**src/rtl/core/mlrq_pkg.sv**
```systemverilog
// Shared types and constants for the multilevel ready queue.
// No dependencies; every other file in rtl/core except mlrq_ram takes names from here by scope.
`default_nettype none
package mlrq_pkg;

   localparam int ID_W      = 6;   // thread id field
   localparam int PRI_W     = 6;   // priority field
   localparam int CNT_W     = 7;   // ready count field
   localparam int ID_SPAN   = 2 ** ID_W;
   localparam int PRI_SPAN  = 2 ** PRI_W;
   localparam int LVL_IDX_W = PRI_W;

   localparam int LEVELS_DEF       = 64;
   localparam int THREAD_SLOTS_DEF = 64;

   // Level picker tree: groups of eight levels, then a pick over groups.
   localparam int GRP_SIZE = 8;
   localparam int GRP_W    = 3;

   localparam logic [CNT_W-1:0] CNT_MAX    = '1;
   localparam logic [1:0]       SETTLE_CYC = 2'd2;

   localparam logic CMD_ENQ = 1'b0;
   localparam logic CMD_DEQ = 1'b1;

   typedef enum logic [2:0] {
      ST_ENQ          = 3'd0,
      ST_DEQ          = 3'd1,
      ST_IDLE_GIVEN   = 3'd2,
      ST_REJECT       = 3'd3,
      ST_IDLE_IGNORED = 3'd4
   } status_type;

   typedef enum logic [1:0] {
      S_IDLE,
      S_EXEC,
      S_LINK
   } state_type;

   typedef struct packed {
      logic                 any;
      logic [LVL_IDX_W-1:0] lvl;
   } pick_type;

   typedef struct packed {
      logic [ID_W-1:0]  chosen_id;
      status_type       status;
      logic [CNT_W-1:0] total;
   } rsp_type;

endpackage
`default_nettype wire

```
**src/rtl/core/multilevel_ready_queue_top.sv**
```systemverilog
// Flow: an accepted request moves to the execute state, and its result beat is then held
//   in the response register. Requests are taken one at a time in the idle state; a
//   dequeue also passes the link state when the level keeps entries (the head's link is
//   read from the link RAM); after a mask change it waits for the registered level picker.
// Reset: synchronous; clears mask, queued flags, ready count and idle id. The level and
//   link RAMs are not cleared: the nonempty mask gates every use of their read data.
// Top level of the multilevel ready queue; depends on mlrq_pkg, mlrq_ram,
// mlrq_lvl_pick and mlrq_ctrl.
`default_nettype none
module multilevel_ready_queue_top #(
   parameter int LEVELS       = mlrq_pkg::LEVELS_DEF,
   parameter int THREAD_SLOTS = mlrq_pkg::THREAD_SLOTS_DEF
) (
   input  wire logic                         clock,
   input  wire logic                         reset,
   // request channel
   input  wire logic                         req_valid,
   output      logic                         req_ready,
   input  wire logic                         req_command,
   input  wire logic [mlrq_pkg::ID_W-1:0]    req_thread_id,
   input  wire logic [mlrq_pkg::PRI_W-1:0]   req_priority_req,
   // response channel
   output      logic                         rsp_valid,
   input  wire logic                         rsp_ready,
   output      logic [mlrq_pkg::ID_W-1:0]    rsp_chosen_id,
   output      logic [2:0]                   rsp_status,
   output      logic [mlrq_pkg::CNT_W-1:0]   rsp_ready_total,
   // configuration write channel
   input  wire logic                         csr_valid,
   output      logic                         csr_ready,
   input  wire logic [mlrq_pkg::ID_W-1:0]    csr_idle_thread_id
);

   // The 6-bit priority and id fields cap how many levels and slots can ever be used.
   localparam int LEVELS_USED = (LEVELS < mlrq_pkg::PRI_SPAN) ? LEVELS : mlrq_pkg::PRI_SPAN;
   localparam int SLOTS_USED  = (THREAD_SLOTS < mlrq_pkg::ID_SPAN) ? THREAD_SLOTS
                                                                   : mlrq_pkg::ID_SPAN;
   localparam int LVL_W  = $clog2(LEVELS_USED);
   localparam int SLOT_W = $clog2(SLOTS_USED);
   localparam int ENTRY_W = 2 * mlrq_pkg::ID_W;   // {head, tail} per level

   logic [mlrq_pkg::ID_W-1:0]  idle_id_ff, idle_id_in;
   logic                       rsp_valid_ff, rsp_valid_in;
   mlrq_pkg::rsp_type          rsp_ff, rsp_in;

   logic                       out_free;
   logic                       res_valid;
   mlrq_pkg::rsp_type          res;
   logic [LEVELS_USED-1:0]     mask;
   mlrq_pkg::pick_type         pick;

   logic                       lvl_we, lvl_re;
   logic [LVL_W-1:0]           lvl_waddr, lvl_raddr;
   logic [ENTRY_W-1:0]         lvl_wdata, lvl_rdata;
   logic                       link_we, link_re;
   logic [SLOT_W-1:0]          link_waddr, link_raddr;
   logic [mlrq_pkg::ID_W-1:0]  link_wdata, link_rdata;

   // Idle id taken each beat; software must write it only while quiet (not enforced).
   assign csr_ready  = 1'b1;
   assign idle_id_in = csr_valid ? csr_idle_thread_id : idle_id_ff;

   // The response register frees up on the same edge its beat leaves.
   assign out_free = !rsp_valid_ff || rsp_ready;

   // Load a new result from the sequencer, else drop the held one once taken.
   always_comb begin
      rsp_valid_in = rsp_valid_ff;
      rsp_in       = rsp_ff;
      if (res_valid) begin
         rsp_valid_in = 1'b1;
         rsp_in       = res;
      end else if (rsp_ready) begin
         rsp_valid_in = 1'b0;
      end
   end

   always_ff @(posedge clock) begin
      if (reset) begin
         idle_id_ff   <= '0;
         rsp_valid_ff <= 1'b0;
      end else begin
         idle_id_ff   <= idle_id_in;
         rsp_valid_ff <= rsp_valid_in;
      end
      rsp_ff <= rsp_in;
   end

   assign rsp_valid       = rsp_valid_ff;
   assign rsp_chosen_id   = rsp_ff.chosen_id;
   assign rsp_status      = rsp_ff.status;
   assign rsp_ready_total = rsp_ff.total;

   // Per-level {head, tail} store.
   mlrq_ram #(
      .WIDTH (ENTRY_W),
      .DEPTH (LEVELS_USED)
   ) u_level_ram (
      .clock (clock),
      .we    (lvl_we),
      .waddr (lvl_waddr),
      .wdata (lvl_wdata),
      .re    (lvl_re),
      .raddr (lvl_raddr),
      .rdata (lvl_rdata)
   );

   // Per-thread next link, chaining each level's FIFO.
   mlrq_ram #(
      .WIDTH (mlrq_pkg::ID_W),
      .DEPTH (SLOTS_USED)
   ) u_link_ram (
      .clock (clock),
      .we    (link_we),
      .waddr (link_waddr),
      .wdata (link_wdata),
      .re    (link_re),
      .raddr (link_raddr),
      .rdata (link_rdata)
   );

   // Highest non-empty level, registered two stages behind the mask.
   mlrq_lvl_pick #(
      .LEVEL_COUNT (LEVELS_USED)
   ) u_lvl_pick (
      .clock (clock),
      .reset (reset),
      .mask  (mask),
      .pick  (pick)
   );

   mlrq_ctrl #(
      .LEVEL_COUNT (LEVELS_USED),
      .SLOT_COUNT  (SLOTS_USED)
   ) u_ctrl (
      .clock            (clock),
      .reset            (reset),
      .req_valid        (req_valid),
      .req_ready        (req_ready),
      .req_command      (req_command),
      .req_thread_id    (req_thread_id),
      .req_priority_req (req_priority_req),
      .out_free         (out_free),
      .idle_id          (idle_id_ff),
      .res_valid        (res_valid),
      .res              (res),
      .mask             (mask),
      .pick             (pick),
      .lvl_we           (lvl_we),
      .lvl_waddr        (lvl_waddr),
      .lvl_wdata        (lvl_wdata),
      .lvl_re           (lvl_re),
      .lvl_raddr        (lvl_raddr),
      .lvl_rdata        (lvl_rdata),
      .link_we          (link_we),
      .link_waddr       (link_waddr),
      .link_wdata       (link_wdata),
      .link_re          (link_re),
      .link_raddr       (link_raddr),
      .link_rdata       (link_rdata)
   );

endmodule
`default_nettype wire

```
**src/rtl/core/mlrq_ram.sv**
```systemverilog
// Generic single-port-write, single-port-read RAM with registered read data.
// Standalone; no package dependency.
`default_nettype none
module mlrq_ram #(
   parameter int WIDTH = 8,
   parameter int DEPTH = 64
) (
   input  wire logic                     clock,
   input  wire logic                     we,
   input  wire logic [$clog2(DEPTH)-1:0] waddr,
   input  wire logic [WIDTH-1:0]         wdata,
   input  wire logic                     re,
   input  wire logic [$clog2(DEPTH)-1:0] raddr,
   output      logic [WIDTH-1:0]         rdata
);

   logic [WIDTH-1:0] mem_ff [DEPTH];
   logic [WIDTH-1:0] rdata_ff;

   always_ff @(posedge clock) begin
      if (we) begin
         mem_ff[waddr] <= wdata;
      end
      if (re) begin
         rdata_ff <= mem_ff[raddr];
      end
   end

   assign rdata = rdata_ff;

endmodule
`default_nettype wire

```
**src/rtl/core/mlrq_lvl_pick.sv**
```systemverilog
// Two-stage registered search for the highest non-empty priority level.
// Depends on mlrq_pkg (pick_type, group constants).
`default_nettype none
module mlrq_lvl_pick #(
   parameter int LEVEL_COUNT = mlrq_pkg::LEVELS_DEF
) (
   input  wire logic                   clock,
   input  wire logic                   reset,
   input  wire logic [LEVEL_COUNT-1:0] mask,
   output      mlrq_pkg::pick_type     pick
);

   localparam int GROUP_COUNT = (LEVEL_COUNT + mlrq_pkg::GRP_SIZE - 1) / mlrq_pkg::GRP_SIZE;
   localparam int PAD_W       = GROUP_COUNT * mlrq_pkg::GRP_SIZE;

   logic [PAD_W-1:0]                             mask_pad;
   logic [GROUP_COUNT-1:0]                       grp_any_ff, grp_any_in;
   logic [GROUP_COUNT-1:0][mlrq_pkg::GRP_W-1:0]  grp_sub_ff, grp_sub_in;
   mlrq_pkg::pick_type                           pick_ff, pick_in;

   assign mask_pad = PAD_W'(mask);

   // stage one: highest set bit inside each group
   always_comb begin
      for (int g = 0; g < GROUP_COUNT; g++) begin
         grp_any_in[g] = |mask_pad[g*mlrq_pkg::GRP_SIZE +: mlrq_pkg::GRP_SIZE];
         grp_sub_in[g] = '0;
         for (int b = 0; b < mlrq_pkg::GRP_SIZE; b++) begin
            if (mask_pad[g*mlrq_pkg::GRP_SIZE + b]) begin
               grp_sub_in[g] = mlrq_pkg::GRP_W'(b);
            end
         end
      end
   end

   // stage two: highest non-empty group
   always_comb begin
      pick_in.any = |grp_any_ff;
      pick_in.lvl = '0;
      for (int g = 0; g < GROUP_COUNT; g++) begin
         if (grp_any_ff[g]) begin
            pick_in.lvl = {mlrq_pkg::GRP_W'(g), grp_sub_ff[g]};
         end
      end
   end

   always_ff @(posedge clock) begin
      if (reset) begin
         grp_any_ff <= '0;
         pick_ff    <= '0;
      end else begin
         grp_any_ff <= grp_any_in;
         pick_ff    <= pick_in;
      end
      grp_sub_ff <= grp_sub_in;
   end

   assign pick = pick_ff;

endmodule
`default_nettype wire

```
**src/rtl/core/mlrq_ctrl.sv**
```systemverilog
// Sequencer for the ready queue: level and link RAM read-modify-write,
// nonempty mask, queued flags and ready count. Depends on mlrq_pkg.
`default_nettype none
module mlrq_ctrl #(
   parameter int LEVEL_COUNT = mlrq_pkg::LEVELS_DEF,
   parameter int SLOT_COUNT  = mlrq_pkg::THREAD_SLOTS_DEF,
   localparam int LVL_W      = $clog2(LEVEL_COUNT),
   localparam int SLOT_W     = $clog2(SLOT_COUNT)
) (
   input  wire logic                         clock,
   input  wire logic                         reset,
   input  wire logic                         req_valid,
   output      logic                         req_ready,
   input  wire logic                         req_command,
   input  wire logic [mlrq_pkg::ID_W-1:0]    req_thread_id,
   input  wire logic [mlrq_pkg::PRI_W-1:0]   req_priority_req,
   input  wire logic                         out_free,
   input  wire logic [mlrq_pkg::ID_W-1:0]    idle_id,
   output      logic                         res_valid,
   output      mlrq_pkg::rsp_type            res,
   output      logic [LEVEL_COUNT-1:0]       mask,
   input  wire mlrq_pkg::pick_type           pick,
   output      logic                         lvl_we,
   output      logic [LVL_W-1:0]             lvl_waddr,
   output      logic [2*mlrq_pkg::ID_W-1:0]  lvl_wdata,
   output      logic                         lvl_re,
   output      logic [LVL_W-1:0]             lvl_raddr,
   input  wire logic [2*mlrq_pkg::ID_W-1:0]  lvl_rdata,
   output      logic                         link_we,
   output      logic [SLOT_W-1:0]            link_waddr,
   output      logic [mlrq_pkg::ID_W-1:0]    link_wdata,
   output      logic                         link_re,
   output      logic [SLOT_W-1:0]            link_raddr,
   input  wire logic [mlrq_pkg::ID_W-1:0]    link_rdata
);

   localparam int LVL_LAST = LEVEL_COUNT - 1;

   mlrq_pkg::state_type             state_ff, state_in;
   logic                            cmd_ff, cmd_in;
   logic [mlrq_pkg::ID_W-1:0]       id_ff, id_in;
   logic [LVL_W-1:0]                lvl_ff, lvl_in;
   logic                            any_ff, any_in;
   logic [mlrq_pkg::ID_W-1:0]       tail_ff, tail_in;
   logic [LEVEL_COUNT-1:0]          mask_ff, mask_in;
   logic [SLOT_COUNT-1:0]           flag_ff, flag_in;
   logic [mlrq_pkg::CNT_W-1:0]      count_ff, count_in;
   logic [1:0]                      settle_ff, settle_in;

   logic                            fire;
   logic [mlrq_pkg::PRI_W-1:0]      pri_sat;
   logic [LVL_W-1:0]                lvl_sel;
   logic [mlrq_pkg::ID_W-1:0]       head_rd, tail_rd;
   logic                            in_range, flag_hit, enq_idle, enq_ok;
   logic                            lvl_busy, deq_last, deq_link, deq_take, mask_we;

   // ---- accept and level selection ----
   assign req_ready = (state_ff == mlrq_pkg::S_IDLE) && out_free &&
                      ((settle_ff == 2'd0) || (req_command == mlrq_pkg::CMD_ENQ));
   assign fire      = req_valid && req_ready;

   assign pri_sat = ({1'b0, req_priority_req} >= 7'(LEVEL_COUNT)) ?
                    mlrq_pkg::PRI_W'(LVL_LAST) : req_priority_req;
   assign lvl_sel = (req_command == mlrq_pkg::CMD_ENQ) ? pri_sat[LVL_W-1:0]
                                                        : pick.lvl[LVL_W-1:0];

   // ---- decode of the level entry read back ----
   assign head_rd  = lvl_rdata[2*mlrq_pkg::ID_W-1:mlrq_pkg::ID_W];
   assign tail_rd  = lvl_rdata[mlrq_pkg::ID_W-1:0];
   assign in_range = ({1'b0, id_ff} < 7'(SLOT_COUNT));
   assign flag_hit = in_range ? flag_ff[id_ff[SLOT_W-1:0]] : 1'b0;
   assign enq_idle = (id_ff == idle_id);
   assign enq_ok   = !enq_idle && in_range && !flag_hit;
   assign lvl_busy = mask_ff[lvl_ff];
   assign deq_last = (head_rd == tail_rd);
   assign deq_take = (state_ff == mlrq_pkg::S_EXEC) && (cmd_ff == mlrq_pkg::CMD_DEQ) && any_ff;
   assign deq_link = deq_take && !deq_last;
   assign mask_we  = (state_ff == mlrq_pkg::S_EXEC) &&
                     (((cmd_ff == mlrq_pkg::CMD_ENQ) && enq_ok && !lvl_busy) ||
                      (deq_take && deq_last));

   // ---- next state ----
   always_comb begin
      state_in = state_ff;
      unique case (state_ff)
         mlrq_pkg::S_IDLE: begin
            if (fire) begin
               state_in = mlrq_pkg::S_EXEC;
            end
         end
         mlrq_pkg::S_EXEC: begin
            state_in = deq_link ? mlrq_pkg::S_LINK : mlrq_pkg::S_IDLE;
         end
         mlrq_pkg::S_LINK: begin
            state_in = mlrq_pkg::S_IDLE;
         end
         default: begin
            state_in = mlrq_pkg::S_IDLE;
         end
      endcase
   end

   // ---- state outputs: memory ports and result ----
   always_comb begin
      lvl_re        = 1'b0;
      lvl_raddr     = lvl_sel;
      lvl_we        = 1'b0;
      lvl_waddr     = lvl_ff;
      lvl_wdata     = {id_ff, id_ff};
      link_we       = 1'b0;
      link_waddr    = tail_rd[SLOT_W-1:0];
      link_wdata    = id_ff;
      link_re       = 1'b0;
      link_raddr    = head_rd[SLOT_W-1:0];
      res_valid     = 1'b0;
      res.chosen_id = '0;
      res.status    = mlrq_pkg::ST_ENQ;
      res.total     = count_in;
      unique case (state_ff)
         mlrq_pkg::S_IDLE: begin
            lvl_re = fire;
         end
         mlrq_pkg::S_EXEC: begin
            res_valid = 1'b1;
            if (cmd_ff == mlrq_pkg::CMD_ENQ) begin
               if (enq_idle) begin
                  res.status = mlrq_pkg::ST_IDLE_IGNORED;
               end else if (!enq_ok) begin
                  res.status = mlrq_pkg::ST_REJECT;
               end else begin
                  lvl_we    = 1'b1;
                  lvl_wdata = {(lvl_busy ? head_rd : id_ff), id_ff};
                  link_we   = lvl_busy;
               end
            end else if (any_ff) begin
               res.chosen_id = head_rd;
               res.status    = mlrq_pkg::ST_DEQ;
               link_re       = deq_link;
            end else begin
               res.chosen_id = idle_id;
               res.status    = mlrq_pkg::ST_IDLE_GIVEN;
            end
         end
         mlrq_pkg::S_LINK: begin
            lvl_we    = 1'b1;
            lvl_wdata = {link_rdata, tail_ff};
         end
         default: begin
            lvl_re = 1'b0;
         end
      endcase
   end

   // ---- datapath registers ----
   always_comb begin
      cmd_in    = cmd_ff;
      id_in     = id_ff;
      lvl_in    = lvl_ff;
      any_in    = any_ff;
      tail_in   = tail_ff;
      mask_in   = mask_ff;
      flag_in   = flag_ff;
      count_in  = count_ff;
      settle_in = (settle_ff != 2'd0) ? settle_ff - 2'd1 : settle_ff;

      if (fire) begin
         cmd_in = req_command;
         id_in  = req_thread_id;
         lvl_in = lvl_sel;
         any_in = pick.any;
      end

      if (state_ff == mlrq_pkg::S_EXEC) begin
         tail_in = tail_rd;
         if ((cmd_ff == mlrq_pkg::CMD_ENQ) && enq_ok) begin
            mask_in[lvl_ff]               = 1'b1;
            flag_in[id_ff[SLOT_W-1:0]]    = 1'b1;
            count_in = (count_ff == mlrq_pkg::CNT_MAX) ? count_ff : count_ff + 1'b1;
         end
         if (deq_take) begin
            if (deq_last) begin
               mask_in[lvl_ff] = 1'b0;
            end
            flag_in[head_rd[SLOT_W-1:0]] = 1'b0;
            count_in = (count_ff == '0) ? count_ff : count_ff - 1'b1;
         end
      end

      // hold dequeues until the level picker has seen the new mask
      if (mask_we) begin
         settle_in = mlrq_pkg::SETTLE_CYC;
      end
   end

   always_ff @(posedge clock) begin
      if (reset) begin
         state_ff  <= mlrq_pkg::S_IDLE;
         mask_ff   <= '0;
         flag_ff   <= '0;
         count_ff  <= '0;
         settle_ff <= '0;
      end else begin
         state_ff  <= state_in;
         mask_ff   <= mask_in;
         flag_ff   <= flag_in;
         count_ff  <= count_in;
         settle_ff <= settle_in;
      end
      cmd_ff  <= cmd_in;
      id_ff   <= id_in;
      lvl_ff  <= lvl_in;
      any_ff  <= any_in;
      tail_ff <= tail_in;
   end

   assign mask = mask_ff;

`ifndef SYNTHESIS
   a_count_matches_flags: assert property (@(posedge clock) disable iff (reset)
      32'(count_ff) == $countones(flag_ff))
      else $error("ready count differs from queued flag population");

   a_deq_was_queued: assert property (@(posedge clock) disable iff (reset)
      res_valid && res.status == mlrq_pkg::ST_DEQ |-> flag_ff[head_rd[SLOT_W-1:0]])
      else $error("dequeued id was not marked queued");

   a_enq_sets_mask: assert property (@(posedge clock) disable iff (reset)
      state_ff == mlrq_pkg::S_EXEC && cmd_ff == mlrq_pkg::CMD_ENQ && enq_ok
      |=> mask_ff[$past(lvl_ff)])
      else $error("enqueue left its level marked empty");

   a_link_after_deq: assert property (@(posedge clock) disable iff (reset)
      state_ff == mlrq_pkg::S_LINK
      |-> $past(state_ff) == mlrq_pkg::S_EXEC && $past(cmd_ff) == mlrq_pkg::CMD_DEQ)
      else $error("link write-back outside a dequeue");
`endif

endmodule
`default_nettype wire
```
**config.mk**
```make
export PLATFORM = sky130hd
export DESIGN_NAME = multilevel_ready_queue_top
export DESIGN_NICKNAME = d
export VERILOG_FILES = /design/src/rtl/core/mlrq_pkg.sv /design/src/rtl/core/multilevel_ready_queue_top.sv /design/src/rtl/core/mlrq_ram.sv /design/src/rtl/core/mlrq_lvl_pick.sv /design/src/rtl/core/mlrq_ctrl.sv
export SDC_FILE = /design/constraint.sdc
export NUM_CORES = 2
export LEC_CHECK = 0
export ABC_AREA = 1
export BUFFER_PORTS_ARGS = -buffer_cell sky130_fd_sc_hd__buf_2
export CORE_MARGIN = 2
export CORE_UTILIZATION = 55
export CTS_CLUSTER_DIAMETER = 200
export DETAILED_ROUTE_END_ITERATION = 8
export HOLD_SLACK_MARGIN = 0.08
export PLACE_DENSITY_LB_ADDON = 0.3
export SYNTH_ARGS = -nofsm -noshare
export SYNTH_HDL_FRONTEND = slang
export SYNTH_SLANG_ARGS = --single-unit
export TNS_END_PERCENT = 10
```
**constraint.sdc**
```tcl
create_clock -name clock -period 9.09 [get_ports clock]
set_input_delay 0.4545 -clock clock [delete_from_list [all_inputs] [get_ports clock]]
set_output_delay 0.4545 -clock clock [all_outputs]
set_load 0.005 [all_outputs]
```
==> Word-level counts from Yosys, hierarchy flattened <==
Memory sizes are Yosys's and may differ from the RTL's. A register that Yosys moved wholly into a read port is not among the register bits.
Index checks and enable logic that the tools add are counted.
{ "word_totals": {"register_bits": 221, "ram_bits": 1152, "input_bits": 24, "out_inout_bits": 19, "word_cells": 235, "n_memories": 2} }
{ "classes": {"add_sub_neg": 3, "order_cmp": 6, "n_eq_ne": 6, "muxes": 112, "bitwise_logic": 8, "n_reduce_logical": 55} }
{ "memory_table": {"columns": ["name", "depth", "word_bits", "read_ports", "rd_clocked_by_memory_dff", "write_ports", "line_no", "rtl"], "rows": [
  ["u_level_ram.mem_ff", 64, 12, 1, 1, 1, "mlrq_ram.sv:17", "logic [WIDTH-1:0] mem_ff [DEPTH];"],
  ["u_link_ram.mem_ff", 64, 6, 1, 1, 1, "mlrq_ram.sv:17", null]
]} }
{ "op_table": {"columns": ["cell", "count"], "rows": [
  ["$mux W64", 7],
  ["$and A64 B64 Y64", 2],
  ["$not A64 Y64", 2],
  ["$or A64 B64 Y64", 2],
  ["$mux W2", 37],
  ["$reduce_or A8 Y1", 9],
  ["$mux W1", 39],
  ["$mux W12", 3],
  ["$mux W6", 6],
  ["$mux W7", 5],
  ["$reduce_or A4 Y1", 8],
  ["$pmux W12 S2", 1],
  ["$lt A6 B7 Y1 const B", 3],
  ["$demux W1 S6", 3],
  ["$ge A6 B1 Y1 const B", 3],
  ["$reduce_or A2 Y1", 9],
  ["$logic_and A1 B1 Y1", 14],
  ["$bmux W1 S6", 2],
  ["$eq A6 B6 Y1", 2],
  ["$mux W5", 2],
  ["$mux W3", 3],
  ["$mux W9", 1],
  ["$add A7 B1 Y7 const B", 1],
  ["$eq A7 B7 Y1 const B", 1],
  ["15 further kinds", 25]
]} }

==> Longest topological paths before layout <==
{ "logic_depth": {"word_depth": 10, "ltp_mapped": 16, "mapped_depth_nobuf": 15} }

==> By module <==
Synthesis repeated with hierarchy kept, for this count alone.
{ "hier_totals": {"cells_unflattened": 5723, "area_unflattened_um2": 59314.4} }
{ "by_module_without_submodules": {"columns": ["module", "n_inst", "cells_per_inst", "area_each_um2", "seq_area_each_um2"], "rows": [
  ["mlrq_ram (u_level_ram)", 1, 2661, 31795.5, 23422.5],
  ["mlrq_ram (u_link_ram)", 1, 1376, 15990.3, 11711.2],
  ["mlrq_ctrl", 1, 1412, 9208.8, 3383.2],
  ["mlrq_lvl_pick", 1, 225, 1589.0, 780.7],
  ["multilevel_ready_queue_top", 1, 49, 730.7, 620.6]
]} }

==> Worst setup path before layout <==
Ideal clock, no wire load.
{ "synth_path": {"kind": "register -> register", "from": "register u_ctrl.id_ff, in the netlist u_ctrl.link_wdata[4]", "to": "memory u_level_ram.mem_ff[0][4] (netlist bit) (data pin)", "setup_ns": 0.702, "t_arrival_ns": 4.192, "required_ns": 8.388, "setup_slack_ns": 4.197, "path_stages_with_launch": 3, "n_path_buf": 0, "synth_period_minus_slack_ns": 4.893, "path_cell_list": "edfxtp_1 -> clkinv_1 -> o21ai_0"} }
{ "synth_via": {"elab_chain_len": 4, "word_cells_on_any_way": 5, "classes_between": "1 x eq/ne; 4 x mux"} }
{ "synth_rtl": {"columns": ["element", "line_no", "rtl"], "rows": [
  ["from (decl)", "mlrq_ctrl.sv:41", "logic [mlrq_pkg::ID_W-1:0] id_ff, id_in;"],
  ["from (signal assigned)", "mlrq_ctrl.sv:210", "id_ff <= id_in;"],
  ["$eq A6 B6 Y1 / $mux W12 (equally long branches)", "mlrq_ctrl.sv:72, mlrq_ctrl.sv:128", null],
  ["$mux W12", "mlrq_ctrl.sv:126", "if (enq_idle) begin"],
  ["$mux W12", "mlrq_ctrl.sv:125", "if (cmd_ff == mlrq_pkg::CMD_ENQ) begin"],
  ["$pmux W12 S2 (*)", "mlrq_ctrl.sv:119", "unique case (state_ff)"],
  ["via lvl_wdata[4]", "multilevel_ready_queue_top.sv:54", "logic [ENTRY_W-1:0] lvl_wdata, lvl_rdata;"],
  ["to (decl)", "mlrq_ram.sv:17", null]
]} }
Mark *: on every way through the listed nets, which the timed path passes. The rest lies on a longest branch.

==> Worst setup path in the final report <==
{ "layout_path": {"from": "register u_ctrl.id_ff, in the netlist u_ctrl.link_wdata[2]", "to": "memory u_level_ram.mem_ff[62][4] (netlist bit) (enable)"} }
{ "layout_via": {"elab_chain_len": 10, "word_cells_on_any_way": 12, "classes_between": "1 x eq/ne; 8 x mux; 3 x reduce/logical"} }
{ "layout_rtl": {"columns": ["element", "line_no", "rtl"], "rows": [
  ["$bmux W1 S6", "mlrq_ctrl.sv:71", "assign flag_hit = in_range ? flag_ff[id_ff[SLOT_W-1:0]] : 1'b0;"],
  ["$mux W1 (not written as such)", "mlrq_ctrl.sv:71", null],
  ["$logic_not A1 Y1", "mlrq_ctrl.sv:73", "assign enq_ok = !enq_idle && in_range && !flag_hit;"],
  ["$logic_and A1 B1 Y1", "mlrq_ctrl.sv:73", null],
  ["$mux W1", "mlrq_ctrl.sv:128", "end else if (!enq_ok) begin"],
  ["$mux W1 (*)", "mlrq_ctrl.sv:126", null],
  ["$mux W1 (*)", "mlrq_ctrl.sv:125", null],
  ["$pmux W1 S2 (*)", "mlrq_ctrl.sv:119", null],
  ["$mux W1 (*)", "mlrq_ram.sv:21", "if (we) begin"],
  ["$mux W1 (not written as such) (*)", "mlrq_ram.sv:22", "mem_ff[waddr] <= wdata;"]
]} }
Every way passes the cells marked *; elsewhere a longest branch is shown, timed or not. The select of a mux whose other input is x is not followed.

==> qor_table.md <==
| Stage | Parameter | This run |
|---|---|---|
| setup path | Crit path DAT | 5.29 ns |
| logic synthesis | Synth warnings | 0 |
| setup path | Worst setup path class | reg -> reg |
| drt | Remaining number of nets flagged by the antenna check after routing | 0 |
| clock network | CTS tree | done |
| setup path | Required time worst endpoint | 9.44 ns |
| global routing | Antenna violations before repair | 1 |
| die | Vertical die dimension | 325 um |
| sta | Headroom to the max-slew limit | 0.0750 |
| logic synthesis | Most used DFF post-synth | sky130_fd_sc_hd__edfxtp_1 |
| drt | First-pass DRT Iterations | 6 |
| place | Routability-driven placement congestion ratio | 0.920 |
| layout | Commonest cells after routing, fill and taps aside | 1206 x sky130_fd_sc_hd__edfxtp_1, 699 x sky130_fd_sc_hd__nand2_1, 670 x sky130_fd_sc_hd__nor2_1, 548 x sky130_fd_sc_hd__o21ai_0, 307 x sky130_fd_sc_hd__inv_1 |
| drt | Final wirelength | 158 mm |
| logic synthesis | Number of unique standard cell types used by synthesis | 47 |
| power | Cell-internal power | 10.7 mW |
| logic synthesis | Compound-Gate Fraction of Synth Area | 0.120 |
| logic synthesis | Post-synthesis instance area | 56600 um2 |
| layout | Area growth from synthesis to layout | 10.9% |
| die | Area of the core | 102000 um2 |
| drt | Remaining routing DRC violations | 0 |
| power | Combinational share of power | 0.095 |
| logic synthesis | Sequential fraction of the synthesis area | 0.705 |
| setup path | Critical path startpoint category | flop |
| clock network | Number of clock sinks seen by CTS | 1391 |
| setup path | Worst path bufs/invs | 4 |
| drt | Routed WL per cell | 24.7 um |
| sta | Period utilisation layout | 0.543 |
| sta | Maximum operating frequency | 203 MHz |
| sta | Unrepaired setup endpoints after global routing | false |
| sta | Clock skew after layout | 0.0271 ns |
| power | Post-route total power | 14.2 mW |
| layout | Net total in the final layout | 4925 |
| logic synthesis | Fraction of registers with async set/reset | 0 |
| setup path | Worst-path maximum fanout | 70 |
| setup path | Critical path's top delay family | buffers and inverters |
| logic synthesis | Number of enable-type register cells in the synthesized netlist | 1206 |
| die | Row count | 117 |
| clock network | Bufs on Longest Clock Path | 3 |
| place | Count of buffers from port buffering | 41 |
| drt | Via/cell ratio | 6.22 |
| die | Total I/O pin count | 43 |
| logic synthesis | Portion of netlist area occupied by mux cells | 0 |
| drt | Initial detailed-routing violation count | 6062 |
| die | Total Die Area | 106000 um2 |
| logic synthesis | Number of instances in the synthesized netlist | 4908 |
| setup path | Most repeated library cell on the critical path | sky130_fd_sc_hd__buf_4 |
| logic synthesis | XOR/XNOR Fraction of Synth Area | 0.00139 |
| clock network | CTS Buf Count | 139 |
| global routing | GRT overflow | 0 |
| power | Worst IR Drop VDD | 0.154 mV |
| place | Dpl ws | 4.26 ns |
| global routing | Via count of the first global-routing pass | 37100 |
| die | Die X-Extent | 325 um |
| sta | Total count of hold-check failures in the final report | 0 |
| clock network | CTS Root Buffer Type | sky130_fd_sc_hd__clkbuf_16 |
| die | Starting utilization of the core area | 0.556 |
| power | Net switching power figure | 3.51 mW |
| setup path | Slowest cell on the critical path | sky130_fd_sc_hd__buf_4 |
| setup path | Ordered cell list for the critical path | buf_4, inv_1, nor2_1, nand3_1, nand2_1, o21ai_1, nand2_1, nor2_4, nand2_4, nor2_4, buf_4, o21ai_4, buf_4, nor2_1 |
| global routing | Maximum number of pins on one net before global-route repair | 169 |
| drt | Vias | 39700 |
| global routing | Overall Global Routing Usage | 0.293 |
| power | Power density normalized to cell area | 226 nW/um2 |
| sta | Sum Neg Setup Slack | 0 ns |
| worst hold path | Class of the most critical hold timing path | in -> reg |
| sta | Slew of the pin with the lowest slew margin | 1.37 ns |
| logic synthesis | Combinational family with the most area after synthesis | simple AND/OR/NAND/NOR gates |
| logic synthesis | Nets in the synthesized netlist | 4938 |
| power | Static Leak | 20.7 nW |
| clock network | Clock-pin transition on the worst setup and hold timing paths | 0.06 ns |
| sta | Max-slew violation count | 0 |
| setup path | CP peak stage delay | 0.79 ns |
| power | Proportion of total power due to net switching | 0.248 |
| layout | End-of-flow core utilization | 0.617 |
| place | Post-placement cell count | 6111 |
| clock network | Latest clock arrival within the worst-skew pair | 0.74 ns |
| sta | Final critical path time including I/O delays and setup | 4.93 ns |
| clock network | Number of setup buffers added after CTS | 0 |
| layout | Most common library cell in the layout ignoring fill and taps | sky130_fd_sc_hd__edfxtp_1 |
| setup path | Setup crit end kind | flop |
| logic synthesis | Post-Synthesis Mean Instance Area | 11.5 um2 |
| sta | Final Setup Violations | 0 |
| sta | Worst Setup Slack, final | 4.16 ns |
| layout | Layout cell share with drive strength beyond 1 | 0.0755 |
| layout | Final non-filler cell total | 6378 |
| logic synthesis | Area share of fa/ha/maj cells after synthesis | 0.00133 |
| power | Sequential share of power | 0.506 |
| place | Half-perimeter wire length after placement | 93.2 mm |
| power | Clock power share | 0.399 |
| logic synthesis | Flip-flop and latch count after synthesis | 1391 |
| run status | Status | finished, final reports clean |
| run | Number of max-cap violations | 0 |
| clock network | Count of H-tree levels built during CTS | 4 |
| logic synthesis | Area fraction in and, or, nand and nor cells after synthesis | 0.132 |
| global routing | Wire length of the first global-routing pass | 233 mm |
-- registers in the layout, indices dropped and copies added (netlist names) --
name,cells
u_ctrl.tail_ff,6
u_lvl_pick.grp_any_ff,8
u_lvl_pick.pick,7
u_level_ram.mem_ff,768
u_ctrl.lvl_waddr,6
u_lvl_pick.grp_sub_ff,24
u_ctrl.settle_ff,2
rsp_status,3
u_link_ram.mem_ff,384
u_ctrl.mask,64
u_ctrl.any_ff,1
u_ctrl.state_ff,2
u_link_ram.rdata,6
rsp_valid,1
u_level_ram.rdata,12
rsp_ready_total,7
u_ctrl.link_wdata,6
u_ctrl.flag_ff,64
u_ctrl.count_ff,7
idle_id_ff,6
u_ctrl.cmd_ff,1
rsp_chosen_id,6
-- path summary, 6_finish.rpt --
check	from	to	cells after the start	slack, ns
min	csr_idle_thread_id[5]	idle_id_ff[5]	3	0.11
min reg2reg	u_lvl_pick.pick[6]	u_ctrl.any_ff	0	0.43
max reg2reg	u_ctrl.link_wdata[2]	u_level_ram.mem_ff[62][4]	14	4.16
max	u_ctrl.link_wdata[2]	u_level_ram.mem_ff[62][4]	14	4.16
-- kinds of logic (layout without fill, tap and decap cells) --
kind of cell | after synthesis | in the layout
AND/OR/NAND/NOR | 1766 | 1766
AO/OA/AOI/OAI | 1137 | 1137
flip-flops | 1391 | 1391
XOR/XNOR | 9 | 9
adder cells (fa/ha/maj) | 6 | 6
other | 1 | 2
buffers and inverters | 598 | 699
-- power by group through the flow --
stage | clock network (mW) | logic, mW | registers, mW
2_1_floorplan | 0 | 0.724 | 7.32
3_3_place_gp | 0 | 1.30 | 7.31
3_5_place_dp | 0 | 1.31 | 7.31
4_1_cts | 5.67 | 1.32 | 7.17
5_1_grt | 5.92 | 1.43 | 7.17
6_report | 5.65 | 1.34 | 7.17
-- worst reg2reg max path, cell delays in order, from the launching register on --
cell                       delay (ns)
sky130_fd_sc_hd__edfxtp_1        0.33
sky130_fd_sc_hd__buf_4           0.58
sky130_fd_sc_hd__inv_1           0.26
sky130_fd_sc_hd__nor2_1          0.67
sky130_fd_sc_hd__nand3_1         0.17
sky130_fd_sc_hd__nand2_1         0.11
sky130_fd_sc_hd__o21ai_1         0.07
sky130_fd_sc_hd__nand2_1         0.11
sky130_fd_sc_hd__nor2_4          0.08
sky130_fd_sc_hd__nand2_4         0.13
sky130_fd_sc_hd__nor2_4          0.05
sky130_fd_sc_hd__buf_4           0.32
sky130_fd_sc_hd__o21ai_4         0.29
sky130_fd_sc_hd__buf_4           0.79
sky130_fd_sc_hd__nor2_1          0.59
-- layout make-up --
type	instances	area, um2
flip-flops and latches	1391	39900
diodes	1	2.50
clock buffers	185	3830
multi-input cells	2919	14600
well taps	1368	1710
inverters	321	1220
repair buffers	123	873
fillers	7816	39100
clock inverters	70	633
-- routing by layer --
metal  vias up  routed length, um  track usage
met3       429              17200       0.0558
li1      17600                  -            -
met5         -                  0            0
met1     19000              61900        0.411
met4         0               7400        0.139
met2      2583              71000        0.444
-- cell usage after synthesis (all sizes together) (7+ instances only) --
| cell type | count | area share |
|---|---|---|
| nor4 | 9 | 0.00099 |
| xor2 | 7 | 0.0011 |
| o21ai | 595 | 0.053 |
| dfxtp | 185 | 0.065 |
| nand3 | 242 | 0.021 |
| nor2 | 683 | 0.047 |
| o211ai | 72 | 0.0095 |
| nor3 | 45 | 0.0040 |
| a221oi | 33 | 0.0051 |
| o221ai | 132 | 0.020 |
| nand2 | 702 | 0.047 |
| a21oi | 178 | 0.016 |
| edfxtp | 1206 | 0.64 |
| a31oi | 9 | 0.00099 |
| clkbuf | 230 | 0.015 |
| or2 | 15 | 0.0017 |
| inv | 318 | 0.021 |
| nand4 | 63 | 0.0091 |
| buf | 47 | 0.0041 |
| a22oi | 57 | 0.0076 |
| a22o | 17 | 0.0026 |
| o22ai | 32 | 0.0035 |
-- metrics by stage --
step                      hold slack, ns  instance area (um2)
after floorplan                    0.386                56600
after global placement             0.408                58200
after detailed placement           0.421                58200
after CTS                         0.0803                62800
after global routing               0.117                62800
final                              0.112                62800
-- what timing repair did --
| item | 4_1_cts | 5_1_grt |
|---|---|---|
| hold endpoints to repair | 11 | 0 |
| hold buffers | 11 | 0 |
| gates resized for setup | 0 | 0 |
Power figures use the tool's default switching activity.
